## src/rtl/terminal_key_decoder_unit_macros.svh

```systemverilog
// ----------------------------------------------------------------------------
// Assertion macros for the terminal key decoder
// Concurrent checks; empty when SYNTHESIS is defined.
// ----------------------------------------------------------------------------
`ifndef TERMINAL_KEY_DECODER_UNIT_MACROS_SVH
`define TERMINAL_KEY_DECODER_UNIT_MACROS_SVH

`ifndef SYNTHESIS

// property holds at every clock edge out of reset
`define TKD_ASSERT(label, clk, rst_n, prop, msg) \
  label: assert property (@(posedge clk) disable iff (!rst_n) (prop)) else $error(msg);

// antecedent in one cycle implies consequent in the next
`define TKD_ASSERT_NEXT(label, clk, rst_n, ante, cons, msg) \
  label: assert property (@(posedge clk) disable iff (!rst_n) (ante) |=> (cons)) \
    else $error(msg);

`else

`define TKD_ASSERT(label, clk, rst_n, prop, msg)
`define TKD_ASSERT_NEXT(label, clk, rst_n, ante, cons, msg)

`endif

`endif

```

## src/rtl/tkd_pkg.sv

```systemverilog
// ----------------------------------------------------------------------------
// tkd_pkg
// Types and constants of the terminal key decoder.
// ----------------------------------------------------------------------------
`timescale 1ns / 1ps

package tkd_pkg;

  localparam int unsigned KeyW   = 22;
  localparam int unsigned CodeW  = 21;
  localparam int unsigned ByteW  = 8;

  typedef logic signed [KeyW-1:0] key_t;

  typedef enum logic [1:0] {
    MODE_BYTE    = 2'd0,
    MODE_TIMEOUT = 2'd1,
    MODE_EOF     = 2'd2,
    MODE_NONE    = 2'd3
  } mode_e;

  // input characters of interest
  localparam logic [ByteW-1:0] CH_ESC   = 8'h1B;
  localparam logic [ByteW-1:0] CH_O     = 8'h4F;
  localparam logic [ByteW-1:0] CH_BR    = 8'h5B;
  localparam logic [ByteW-1:0] CH_TILDE = 8'h7E;
  localparam logic [ByteW-1:0] CH_ZERO  = 8'h30;
  localparam logic [ByteW-1:0] CH_NINE  = 8'h39;

  // key codes
  localparam key_t KEY_REPLACE  = 22'sh00FFFD;
  localparam key_t KEY_LONE_ESC = 22'sd27;
  localparam key_t KEY_SS3      = -22'sh200;
  localparam key_t KEY_CSI_SS3  = -22'sh300;
  localparam key_t KEY_CSI_BR   = -22'sh400;
  localparam key_t KEY_CSI      = -22'sh500;
  localparam key_t KEY_CSI_TLD  = -22'sh600;
  localparam key_t KEY_CSI_NUM  = -22'sh700;
  localparam key_t KEY_ALT      = -22'sh800;

endpackage

```

## src/rtl/terminal_key_decoder_unit.sv

```systemverilog
// ----------------------------------------------------------------------------
// terminal_key_decoder_unit
// Decodes terminal input events (byte, idle timeout, end of input) into UTF-8
// code points and negative escape-sequence key codes.
// ----------------------------------------------------------------------------
// Channel  Direction  Handshake               Payload
// in       sink       in_valid_i / in_stall_o    mode_i, data_byte_i
// out      source     out_valid_o / out_stall_i  key_code_o, end_of_input_o
//
// One item per cycle sustained while the output does not stall.
// Input register, one pass of parser logic, then the result register; the
// parser state updates as an item leaves the input register.
// Items that yield no key leave no result.
// Reset clears the parser state and both valid flags.
// A stalled result holds the input register; further items then stall.
// ----------------------------------------------------------------------------
`timescale 1ns / 1ps
`include "terminal_key_decoder_unit_macros.svh"

module terminal_key_decoder_unit (
  input  logic                          clk_i,
  input  logic                          rst_ni,
  input  logic                          in_valid_i,
  output logic                          in_stall_o,
  input  logic [1:0]                    mode_i,
  input  logic [tkd_pkg::ByteW-1:0]     data_byte_i,
  output logic                          out_valid_o,
  input  logic                          out_stall_i,
  output logic signed [tkd_pkg::KeyW-1:0] key_code_o,
  output logic                          end_of_input_o
);

  typedef enum logic [2:0] {
    PH_IDLE    = 3'd0,
    PH_UTF8    = 3'd1,
    PH_ESC     = 3'd2,
    PH_ESC_O   = 3'd3,
    PH_CSI     = 3'd4,
    PH_CSI_O   = 3'd5,
    PH_CSI_BR  = 3'd6,
    PH_CSI_NUM = 3'd7
  } phase_e;

  // input register
  logic                        s0_valid_q, s0_valid_d;
  tkd_pkg::mode_e              mode_q;
  logic [tkd_pkg::ByteW-1:0]   byte_q;

  // parser state
  phase_e                      phase_q, phase_d;
  logic [1:0]                  rem_q, rem_d;
  logic [tkd_pkg::CodeW-1:0]   part_q, part_d;
  logic [7:0]                  num_q, num_d;

  // result register
  logic                        out_valid_q, out_valid_d;
  tkd_pkg::key_t               key_q;
  logic                        eof_q;

  logic                        out_free, s0_fire, in_accept;
  logic                        res_valid, res_eof, fin;
  tkd_pkg::key_t               res_key;
  logic                        is_digit;
  logic [11:0]                 num_ext, num_sum;
  logic [tkd_pkg::CodeW-1:0]   part_shift;

  assign out_free    = ~out_valid_q | ~out_stall_i;
  assign s0_fire     = s0_valid_q & out_free;
  assign in_stall_o  = s0_valid_q & ~out_free;
  assign in_accept   = in_valid_i & ~in_stall_o;
  assign s0_valid_d  = in_accept | (s0_valid_q & ~s0_fire);

  assign is_digit    = (byte_q >= tkd_pkg::CH_ZERO) && (byte_q <= tkd_pkg::CH_NINE);
  assign num_ext     = {4'b0, num_q};
  assign num_sum     = (num_ext << 3) + (num_ext << 1) + {8'b0, byte_q[3:0]};
  assign part_shift  = {part_q[tkd_pkg::CodeW-7:0], byte_q[5:0]};

  always_comb begin
    phase_d   = phase_q;
    rem_d     = rem_q;
    part_d    = part_q;
    num_d     = num_q;
    res_valid = 1'b0;
    res_eof   = 1'b0;
    res_key   = '0;
    fin       = 1'b0;
    if (s0_fire) begin
      unique case (mode_q)
        tkd_pkg::MODE_EOF: begin
          res_valid = 1'b1;
          res_eof   = 1'b1;
          fin       = 1'b1;
        end
        tkd_pkg::MODE_TIMEOUT: begin
          if (phase_q == PH_ESC) begin
            fin     = 1'b1;
            res_key = tkd_pkg::KEY_LONE_ESC;
          end
        end
        tkd_pkg::MODE_BYTE: begin
          unique case (phase_q)
            PH_IDLE: begin
              if (byte_q[7]) begin
                priority if (byte_q[7:5] == 3'b110) begin
                  rem_d   = 2'd1;
                  part_d  = {16'b0, byte_q[4:0]};
                  phase_d = PH_UTF8;
                end else if (byte_q[7:4] == 4'b1110) begin
                  rem_d   = 2'd2;
                  part_d  = {17'b0, byte_q[3:0]};
                  phase_d = PH_UTF8;
                end else if (byte_q[7:3] == 5'b11110) begin
                  rem_d   = 2'd3;
                  part_d  = {18'b0, byte_q[2:0]};
                  phase_d = PH_UTF8;
                end else begin
                  fin     = 1'b1;
                  res_key = tkd_pkg::KEY_REPLACE;
                end
              end else if (byte_q == tkd_pkg::CH_ESC) begin
                phase_d = PH_ESC;
              end else begin
                fin     = 1'b1;
                res_key = {14'b0, byte_q};
              end
            end
            PH_UTF8: begin
              if (byte_q[7:6] != 2'b10) begin
                fin     = 1'b1;
                res_key = tkd_pkg::KEY_REPLACE;
              end else begin
                part_d = part_shift;
                rem_d  = rem_q - 2'd1;
                if (rem_q == 2'd1) begin
                  fin     = 1'b1;
                  res_key = {1'b0, part_shift};
                end
              end
            end
            PH_ESC: begin
              priority if (byte_q == tkd_pkg::CH_O) begin
                phase_d = PH_ESC_O;
              end else if (byte_q == tkd_pkg::CH_BR) begin
                phase_d = PH_CSI;
              end else begin
                fin     = 1'b1;
                res_key = tkd_pkg::KEY_ALT + {14'b0, byte_q};
              end
            end
            PH_ESC_O: begin
              fin     = 1'b1;
              res_key = tkd_pkg::KEY_SS3 + {14'b0, byte_q};
            end
            PH_CSI: begin
              priority if (byte_q == tkd_pkg::CH_O) begin
                phase_d = PH_CSI_O;
              end else if (byte_q == tkd_pkg::CH_BR) begin
                phase_d = PH_CSI_BR;
              end else if (is_digit) begin
                num_d   = {4'b0, byte_q[3:0]};
                phase_d = PH_CSI_NUM;
              end else begin
                fin     = 1'b1;
                res_key = tkd_pkg::KEY_CSI + {14'b0, byte_q};
              end
            end
            PH_CSI_O: begin
              fin     = 1'b1;
              res_key = tkd_pkg::KEY_CSI_SS3 + {14'b0, byte_q};
            end
            PH_CSI_BR: begin
              fin     = 1'b1;
              res_key = tkd_pkg::KEY_CSI_BR + {14'b0, byte_q};
            end
            PH_CSI_NUM: begin
              priority if (is_digit) begin
                num_d = (num_sum > 12'd255) ? 8'hFF : num_sum[7:0];
              end else if (byte_q == tkd_pkg::CH_TILDE) begin
                fin     = 1'b1;
                res_key = tkd_pkg::KEY_CSI_TLD + {14'b0, num_q};
              end else begin
                fin     = 1'b1;
                res_key = tkd_pkg::KEY_CSI_NUM + {14'b0, num_q};
              end
            end
            default: ;
          endcase
        end
        default: ;
      endcase
      if (fin) begin
        res_valid = 1'b1;
        phase_d   = PH_IDLE;
        rem_d     = '0;
        part_d    = '0;
        num_d     = '0;
      end
    end
  end

  always_comb begin
    out_valid_d = out_valid_q & out_stall_i;
    if (res_valid) begin
      out_valid_d = 1'b1;
    end
  end

  always_ff @(posedge clk_i or negedge rst_ni) begin
    if (!rst_ni) begin
      s0_valid_q  <= 1'b0;
      out_valid_q <= 1'b0;
      phase_q     <= PH_IDLE;
      rem_q       <= '0;
      part_q      <= '0;
      num_q       <= '0;
    end else begin
      s0_valid_q  <= s0_valid_d;
      out_valid_q <= out_valid_d;
      phase_q     <= phase_d;
      rem_q       <= rem_d;
      part_q      <= part_d;
      num_q       <= num_d;
    end
  end

  always_ff @(posedge clk_i) begin
    if (in_accept) begin
      mode_q <= tkd_pkg::mode_e'(mode_i);
      byte_q <= data_byte_i;
    end
    if (res_valid) begin
      key_q <= res_key;
      eof_q <= res_eof;
    end
  end

  assign out_valid_o    = out_valid_q;
  assign key_code_o     = key_q;
  assign end_of_input_o = eof_q;

  `TKD_ASSERT(a_eof_zero_key, clk_i, rst_ni,
    !(out_valid_q && eof_q) || (key_q == '0), "end of input with nonzero key code")
  `TKD_ASSERT(a_utf8_count, clk_i, rst_ni,
    (phase_q != PH_UTF8) || (rem_q != 2'd0), "UTF-8 phase with no bytes remaining")
  `TKD_ASSERT(a_num_phase, clk_i, rst_ni,
    (phase_q == PH_CSI_NUM) || (num_q == 8'd0), "number held outside numeric phase")
  `TKD_ASSERT_NEXT(a_eof_idle, clk_i, rst_ni,
    s0_fire && (mode_q == tkd_pkg::MODE_EOF), (phase_q == PH_IDLE) && out_valid_q,
    "end of input did not reset the parser")
  `TKD_ASSERT(a_stall_held, clk_i, rst_ni,
    !in_stall_o || (s0_valid_q && out_valid_q), "input stalled with room downstream")

endmodule

```

## config.mk

```make
export PLATFORM = sky130hd
export DESIGN_NAME = terminal_key_decoder_unit
export DESIGN_NICKNAME = d
export VERILOG_FILES = /design/src/rtl/tkd_pkg.sv /design/src/rtl/terminal_key_decoder_unit.sv
export VERILOG_INCLUDE_DIRS = /design/src /design/src/rtl
export SDC_FILE = /design/constraint.sdc
export NUM_CORES = 1
export LEC_CHECK = 0
export ABC_AREA = 1
export ABC_CLOCK_PERIOD_IN_PS = 7400
export BUFFER_PORTS_ARGS = -buffer_cell sky130_fd_sc_hd__clkbuf_2
export CORE_ASPECT_RATIO = 1.25
export CORE_UTILIZATION = 35
export CTS_BUF_LIST = sky130_fd_sc_hd__clkbuf_4 sky130_fd_sc_hd__clkbuf_8
export DETAILED_ROUTE_END_ITERATION = 10
export HOLD_SLACK_MARGIN = 0.03
export PLACE_DENSITY = 0.52
export SYNTH_ARGS = -nofsm -noshare
export SYNTH_HDL_FRONTEND = slang
export SYNTH_SLANG_ARGS = --single-unit
```

## constraint.sdc

```tcl
create_clock -name clk_i -period 7.4 [get_ports clk_i]
set_input_delay 1.11 -clock clk_i [delete_from_list [all_inputs] [get_ports clk_i]]
set_output_delay 1.11 -clock clk_i [all_outputs]
set_load 0.005 [all_outputs]
```

# [Word level (Yosys, flattened, before mapping)]
# Cells that the tools add are included.
[word_totals] ff_bits=63 elab_cells=149
[op_classes] n_reduce_logical=11 n_bitwise=12 n_eq_ne=29 mux=74 magnitude_cmp=3 add_sub_neg=10
[op_table] cell="$mux W22" n=8
[op_table] cell="$pmux W22 S8" n=1
[op_table] cell="$mux W15" n=7
[op_table] cell="$mux W8" n=7
[op_table] cell="$add A12 B9 Y13 const A" n=4
[op_table] cell="$mux W16" n=3
[op_table] cell="$pmux W22 S2" n=1
[op_table] cell="$mux W21" n=2
[op_table] cell="$mux W3" n=12
[op_table] cell="$pmux W15 S2" n=1
[op_table] cell="$add A11 B9 Y12 const A" n=2
[op_table] cell="$eq A8 B7 Y1 const B" n=3
[op_table] cell="$mux W1" n=18
[op_table] cell="$ne A3 B3 Y1 const B" n=6
[op_table] cell="$pmux W8 S2" n=1
[op_table] cell="$eq A3 B3 Y1 const B" n=5
[op_table] cell="$mux W2" n=7
[op_table] cell="$reduce_and A7 Y1" n=2
[op_table] cell="$add A11 B9 Y12" n=1
[op_table] cell="$add A12 B4 Y12" n=1
[op_table] cell="$gt A12 B8 Y1 const B" n=1
[op_table] cell="$add A10 B9 Y11 const A" n=1
[op_table] cell="$ne A5 B5 Y1 const B" n=2
[op_table] cell="$pmux W3 S3" n=1
[op_table] cell="other kinds (30)" n=42

# [Depth between registers and ports, before layout]
[depth] depth_word=11 depth_mapped=16 mapped_depth_nobuf=15

# [Worst setup path after synthesis]
# Ideal clock, no wire load.
[synth_timing] path_kind="reg-to-reg" start="register byte_q[3] (netlist bit)" end="register num_q[4]" period_less_slack_ns=2.518 arrival_time_ns=2.401 setup_time_ns=0.117 path_slack_ns=4.882 stages_incl_launch_ff=14 cell_sequence="edfxtp_1 -> fa_1 -> inv_1 -> fa_1 -> inv_1 -> nand3_1 -> nand3_1 -> o21ai_0 -> nor2_1 -> nand2_1 -> nand2_1 -> nor2_1 -> nand2_1 -> nand2_1"
[synth_between] elab_chain_len=10 word_cells_on_any_way=34 cone_classes="1 x add/sub; 3 x order compare; 8 x eq/ne; 18 x mux; 4 x reduce/logical"
[synth_rtl] item="start: declaration" line="terminal_key_decoder_unit.sv:47" rtl="logic [tkd_pkg::ByteW-1:0] byte_q;"
[synth_rtl] item="start signal: assignment" line="terminal_key_decoder_unit.sv:229" rtl="byte_q <= data_byte_i;"
[synth_rtl] item="branches (longest 10 deep; another with $add A12 B4 Y12)"
[synth_rtl] item="end signal: assignment" line="terminal_key_decoder_unit.sv:222" rtl="num_q <= num_d;"
[synth_rtl] item="end: declaration" line="terminal_key_decoder_unit.sv:53" rtl="logic [7:0] num_q, num_d;"
# Several ways; the timed one is not identified. The select of a mux whose other input is x is not followed.
# A chain may end at the register's enable or synchronous reset.

# [Worst setup path after layout]
[layout_timing] start="register phase_q[2]" end="register key_q[3], in the netlist key_code_o[3], enable pin"
[layout_between] elab_chain_len=7 word_cells_on_any_way=15 cone_classes="7 x eq/ne; 6 x mux; 2 x reduce/logical"
[layout_rtl] item="start: declaration" line="terminal_key_decoder_unit.sv:50" rtl="phase_e phase_q, phase_d;"
[layout_rtl] item="start signal: assignment" line="terminal_key_decoder_unit.sv:219" rtl="phase_q <= phase_d;"
[layout_rtl] item="$eq A3 B3 Y1 / $eq A3 B2 Y1 (equally long branches)" line="terminal_key_decoder_unit.sv:101" rtl="unique case (phase_q)"
[layout_rtl] item="$reduce_or A3 Y1 (no line)"
[layout_rtl] item="$pmux W1 S6" line="terminal_key_decoder_unit.sv:101"
[layout_rtl] item="$pmux W1 S3 *" line="terminal_key_decoder_unit.sv:88" rtl="unique case (mode_q)"
[layout_rtl] item="$mux W1 *" line="terminal_key_decoder_unit.sv:87" rtl="if (s0_fire) begin"
[layout_rtl] item="$mux W1 *" line="terminal_key_decoder_unit.sv:191" rtl="if (fin) begin"
[layout_rtl] item="$mux W1 *" line="terminal_key_decoder_unit.sv:87"
[layout_rtl] item="named net res_valid" line="terminal_key_decoder_unit.sv:61" rtl="logic res_valid, res_eof, fin;"
[layout_rtl] item="end signal: assignment" line="terminal_key_decoder_unit.sv:232" rtl="key_q <= res_key;"
[layout_rtl] item="end: declaration" line="terminal_key_decoder_unit.sv:57" rtl="tkd_pkg::key_t key_q;"
# The timed path passes the listed nets; every way through them passes the cells marked *. The select of a mux whose other input is x is not followed.

==> load_flow_metrics.sql <==
INSERT INTO impl_metrics (metric_group, metric, value, unit) VALUES
('floorplanning', 'rows', '42', ''),
('logic_synthesis', 'mappedNetlistArea', '3892', 'um^2'),
('place', 'hpwlAfterDp', '8.119', 'mm'),
('layout', 'filler_cell_count', '1153', ''),
('clock_tree', 'cts_setup_buffers', '0', ''),
('sta', 'maxSlewHeadroom', '39.89', '%'),
('power_and_ir_drop', 'static-leakage-power', '2.217', 'nW'),
('critical_path', 'setup.worst_path.end_class', 'register', ''),
('detailed_routing', 'drc_errors', '0', ''),
('critical_path', 'arrival_time_of_data_at_the_critical_path_endpoint', '3.07', 'ns'),
('global_routing', 'grt_start_max_net_pins', '31', ''),
('sta', 'layout_worst_path_cycle_share', '41.79', '%'),
('sta', 'setup-violations-final', '0', ''),
('power_and_ir_drop', 'power_per_cell_area', '320.3', 'nW/um^2'),
('place', 'portBuffers', '38', ''),
('logic_synthesis', 'postSynthCellCount', '503', ''),
('sta', 'fin_crit', '3.093', 'ns'),
('floorplanning', 'die_height', '119.9', 'um'),
('detailed_routing', 'detailroute.via_count', '3378', ''),
('clock_tree', 'ctsResizeCount', '0', ''),
('logic_synthesis', 'ys_dominant_reg_cell', 'sky130_fd_sc_hd__edfxtp_1', ''),
('detailed_routing', 'drtPass1Iterations', '4', ''),
('clock_tree', 'cts.root.buffer_cell', 'sky130_fd_sc_hd__clkbuf_8', ''),
('floorplanning', 'die_area', '11550', 'um^2'),
('critical_path', 'timing.setup.critical_path_class', 'register to register', ''),
('sta', 'fmaxAchievable', '323.4', 'MHz'),
('floorplanning', 'pin_count', '39', ''),
('detailed_routing', 'routed_wirelength', '10.49', 'mm'),
('sta', 'final_setup_skew', '0.009296', 'ns'),
('clock_tree', 'number_of_hold_buffers_added_after_cts', '0', ''),
('global_routing', 'gr-usage-all-layers', '20.37', '%'),
('detailed_routing', 'viasPerCell', '4.953', ''),
('flow_run', 'timing.max_cap.violations', '0', ''),
('critical_path', 'worstPathRequired', '7.38', 'ns'),
('layout', 'post-route-cell-area', '4388', 'um^2'),
('floorplanning', 'die_w', '96.33', 'um'),
('place', 'placed_area', '4204', 'um^2'),
('floorplanning', 'initial_util', '36.31', '%'),
('logic_synthesis', 'synth-async-reset-ratio', '47.62', '%'),
('place', 'gpl.final_weighted_congestion', '0.8961', ''),
('logic_synthesis', 'synth_enable_flop_cells', '33', ''),
('logic_synthesis', 'syn-num-nets', '535', ''),
('sta', 'worst_pin_slew', '0.8983', 'ns'),
('global_routing', 'gr-total-overflow', '0', ''),
('clock_tree', 'clock_slew_at_the_register_clock_pins_of_the_worst_setup_and_hold_paths', '0.07', 'ns'),
('clock_tree', 'clock_insertion_delay_worst_skew', '0.36', 'ns'),
('detailed_routing', 'dr.first_iter.drc_count', '247', ''),
('logic_synthesis', 'ys_seq_elements', '63', ''),
('min_path', 'worst_hold_path_type', 'register to register', ''),
('global_routing', 'antenna_found_initial', '0', ''),
('sta', 'final_max_slew_viol_count', '0', ''),
('clock_tree', 'tritoncts', 'yes', ''),
('layout', 'final_layout_size_suffix_gt1_share', '15.09', '%'),
('power_and_ir_drop', 'vdd_ir_drop_max', '0.0001845', 'V'),
('layout', 'area_growth', '12.73', '%'),
('logic_synthesis', 'synth.avg_cell_area', '7.739', 'um^2'),
('logic_synthesis', 'yosysWarningCount', '0', ''),
('global_routing', 'first_pass_grt_wire_length', '17.28', 'mm'),
('logic_synthesis', 'seq_area_frac_synth', '44.74', '%'),
('clock_tree', 'htree_levels', '3', ''),
('layout', 'n_antenna_cell', '0', ''),
('global_routing', 'number_of_global_route_vias_before_repair', '3385', ''),
('detailed_routing', 'detail-route-antenna-nets', '0', ''),
('sta', 'rsz0062_at_grt', 'no', ''),
('clock_tree', 'clock_tree.buffer_depth', '2', ''),
('logic_synthesis', 'yosys.cell_types.count', '36', ''),
('layout', 'num-nets-final', '577', ''),
('detailed_routing', 'wl_cell', '15.38', 'um'),
('clock_tree', 'cts_made_buffers', '9', ''),
('sta', 'setup_total_negative_slack', '0', 'ns'),
('sta', 'final_hold_viol_count', '0', ''),
('floorplanning', 'fp.coreArea', '10720', 'um^2'),
('outcome', 'status', 'finished, final reports clean', ''),
('clock_tree', 'cts_num_sinks', '63', ''),
('critical_path', 'crit_path_max_fanout', '27', ''),
('sta', 'timing.hold.ws', '0.4715', 'ns'),
('critical_path', 'worstSetupStartpointType', 'register', '');
[area by class of cell]
| cell class | instances | area (um^2) | area share (%) |
|---|---|---|---|
| Tap cell | 132 | 165.2 | 3.764 |
| Timing Repair Buffer | 38 | 190.2 | 4.334 |
| Clock buffer | 13 | 166.4 | 3.792 |
| Inverter | 57 | 214.0 | 4.876 |
| Clock inverter | 3 | 17.52 | 0.3992 |
| Multi-Input combinational cell | 376 | 1893 | 43.14 |
| Sequential cell | 63 | 1742 | 39.69 |
[Yosys cell counts, types with 3 or more instances]
cell type                  instances  area share [%]
sky130_fd_sc_hd__o21ai_0          30             3.9
sky130_fd_sc_hd__nand2_4           4             1.2
sky130_fd_sc_hd__a41oi_1           3            0.68
sky130_fd_sc_hd__ha_1             16             5.1
sky130_fd_sc_hd__xor2_1            3            0.68
sky130_fd_sc_hd__nand3_1          38             4.9
sky130_fd_sc_hd__a21oi_1          15             1.9
sky130_fd_sc_hd__buf_2             5            0.64
sky130_fd_sc_hd__inv_2            11             1.1
sky130_fd_sc_hd__nor2_2            4            0.64
sky130_fd_sc_hd__inv_1            45             4.3
sky130_fd_sc_hd__o21bai_1          3            0.58
sky130_fd_sc_hd__edfxtp_1         33              25
sky130_fd_sc_hd__nand4_1           3            0.48
sky130_fd_sc_hd__dfrtp_1          30              19
sky130_fd_sc_hd__nand2_2           3            0.48
sky130_fd_sc_hd__nor2_1           59             5.7
sky130_fd_sc_hd__nand2_1         172              17
sky130_fd_sc_hd__a31oi_1           3            0.48
[metrics by stage]
stage	std cells	utilization, %	setup WS (ns)	total power, W
after floorplan	503	-	4.882	0.0009609
after global placement	666	39.22	4.378	0.001132
after detailed placement	666	39.22	4.290	0.001138
after CTS	682	40.93	4.277	0.001423
after global routing	682	40.93	4.006	0.001526
final	682	40.93	4.307	0.001405
[worst max-delay path, stage by stage, from the launching register on]
cell                      delay (ns)
sky130_fd_sc_hd__dfrtp_1        0.43
sky130_fd_sc_hd__inv_2          0.10
sky130_fd_sc_hd__nand2_1        0.12
sky130_fd_sc_hd__nor2_2         0.50
sky130_fd_sc_hd__o21ai_0        0.19
sky130_fd_sc_hd__nand2_1        0.13
sky130_fd_sc_hd__nor2_1         0.06
sky130_fd_sc_hd__nand2_2        0.07
sky130_fd_sc_hd__nand2_4        0.07
sky130_fd_sc_hd__nand2_4        0.26
sky130_fd_sc_hd__nand2_4        0.15
sky130_fd_sc_hd__inv_1          0.64
[sequential cells by signal (all words and copies together) (netlist names)]
signal	flops
key_code_o	22
part_q	15
byte_q	8
num_q	8
phase_q	3
mode_q	2
rem_q	2
end_of_input_o	1
out_valid_o	1
s0_valid_q	1
[path summary, 6_finish.rpt]
kind | from | to | slack [ns] | depth (start not counted)
max | phase_q[2]$_DFFE_PN0P_ | key_code_o[3]$_SDFFCE_PN0P_ | 4.31 | 11
min | part_q[13]$_DFFE_PN0P_ | part_q[13]$_DFFE_PN0P_ | 0.47 | 2
max reg2reg | phase_q[2]$_DFFE_PN0P_ | key_code_o[3]$_SDFFCE_PN0P_ | 4.31 | 11
min reg2reg | part_q[13]$_DFFE_PN0P_ | part_q[13]$_DFFE_PN0P_ | 0.47 | 2
max in group asynchronous | rst_ni | part_q[5]$_DFFE_PN0P_ | 6.03 | 1
min in group asynchronous | rst_ni | num_q[7]$_DFFE_PN0P_ | 0.84 | 1
[layer usage]
| metal | global-route usage, % | wire, um | up-vias |
|---|---|---|---|
| met1 | 24.42 | 4528 | 1561 |
| met2 | 35.28 | 5370 | 76 |
| met4 | 8.548 | 225 | 0 |
| li1 | - | - | 1725 |
| met5 | 0 | 0 | - |
| met3 | 3.485 | 367 | 16 |
[layout by cell type, fill, tap and decap left out, types with 3 or more instances in the layout]
cell	instances
sky130_fd_sc_hd__clkbuf_2	38
sky130_fd_sc_hd__edfxtp_1	33
sky130_fd_sc_hd__nand2_4	4
sky130_fd_sc_hd__dfrtp_1	30
sky130_fd_sc_hd__a31oi_1	3
sky130_fd_sc_hd__nand4_1	3
sky130_fd_sc_hd__o21bai_1	3
sky130_fd_sc_hd__a21oi_1	15
sky130_fd_sc_hd__nand2_1	172
sky130_fd_sc_hd__ha_1	16
sky130_fd_sc_hd__inv_1	45
sky130_fd_sc_hd__inv_2	11
sky130_fd_sc_hd__nand2_2	3
sky130_fd_sc_hd__xor2_1	3
sky130_fd_sc_hd__o21ai_0	30
sky130_fd_sc_hd__nor2_1	59
sky130_fd_sc_hd__nor2_2	4
sky130_fd_sc_hd__a41oi_1	3
sky130_fd_sc_hd__nand3_1	38
sky130_fd_sc_hd__clkbuf_8	11
[logic make-up after synthesis]
group,after synthesis,share of synthesized area [%]
buffers and inverters,64,6.621
AOI/OAI and AO/OA,61,8.936
DFF,63,44.74
and+or+nand+nor,293,32.63
xor gates and xnor gates,4,0.9002
adders and majority gates,18,6.172
[power by group]
group | total (W) | switching [W] | internal (W)
Clock | 0.000279 | 0.000133 | 0.000146
Combinational | 0.000599 | 0.000414 | 0.000185
Sequential | 0.000527 | 0.0000619 | 0.000465
Note: power is estimated with default switching activity, not from simulation.
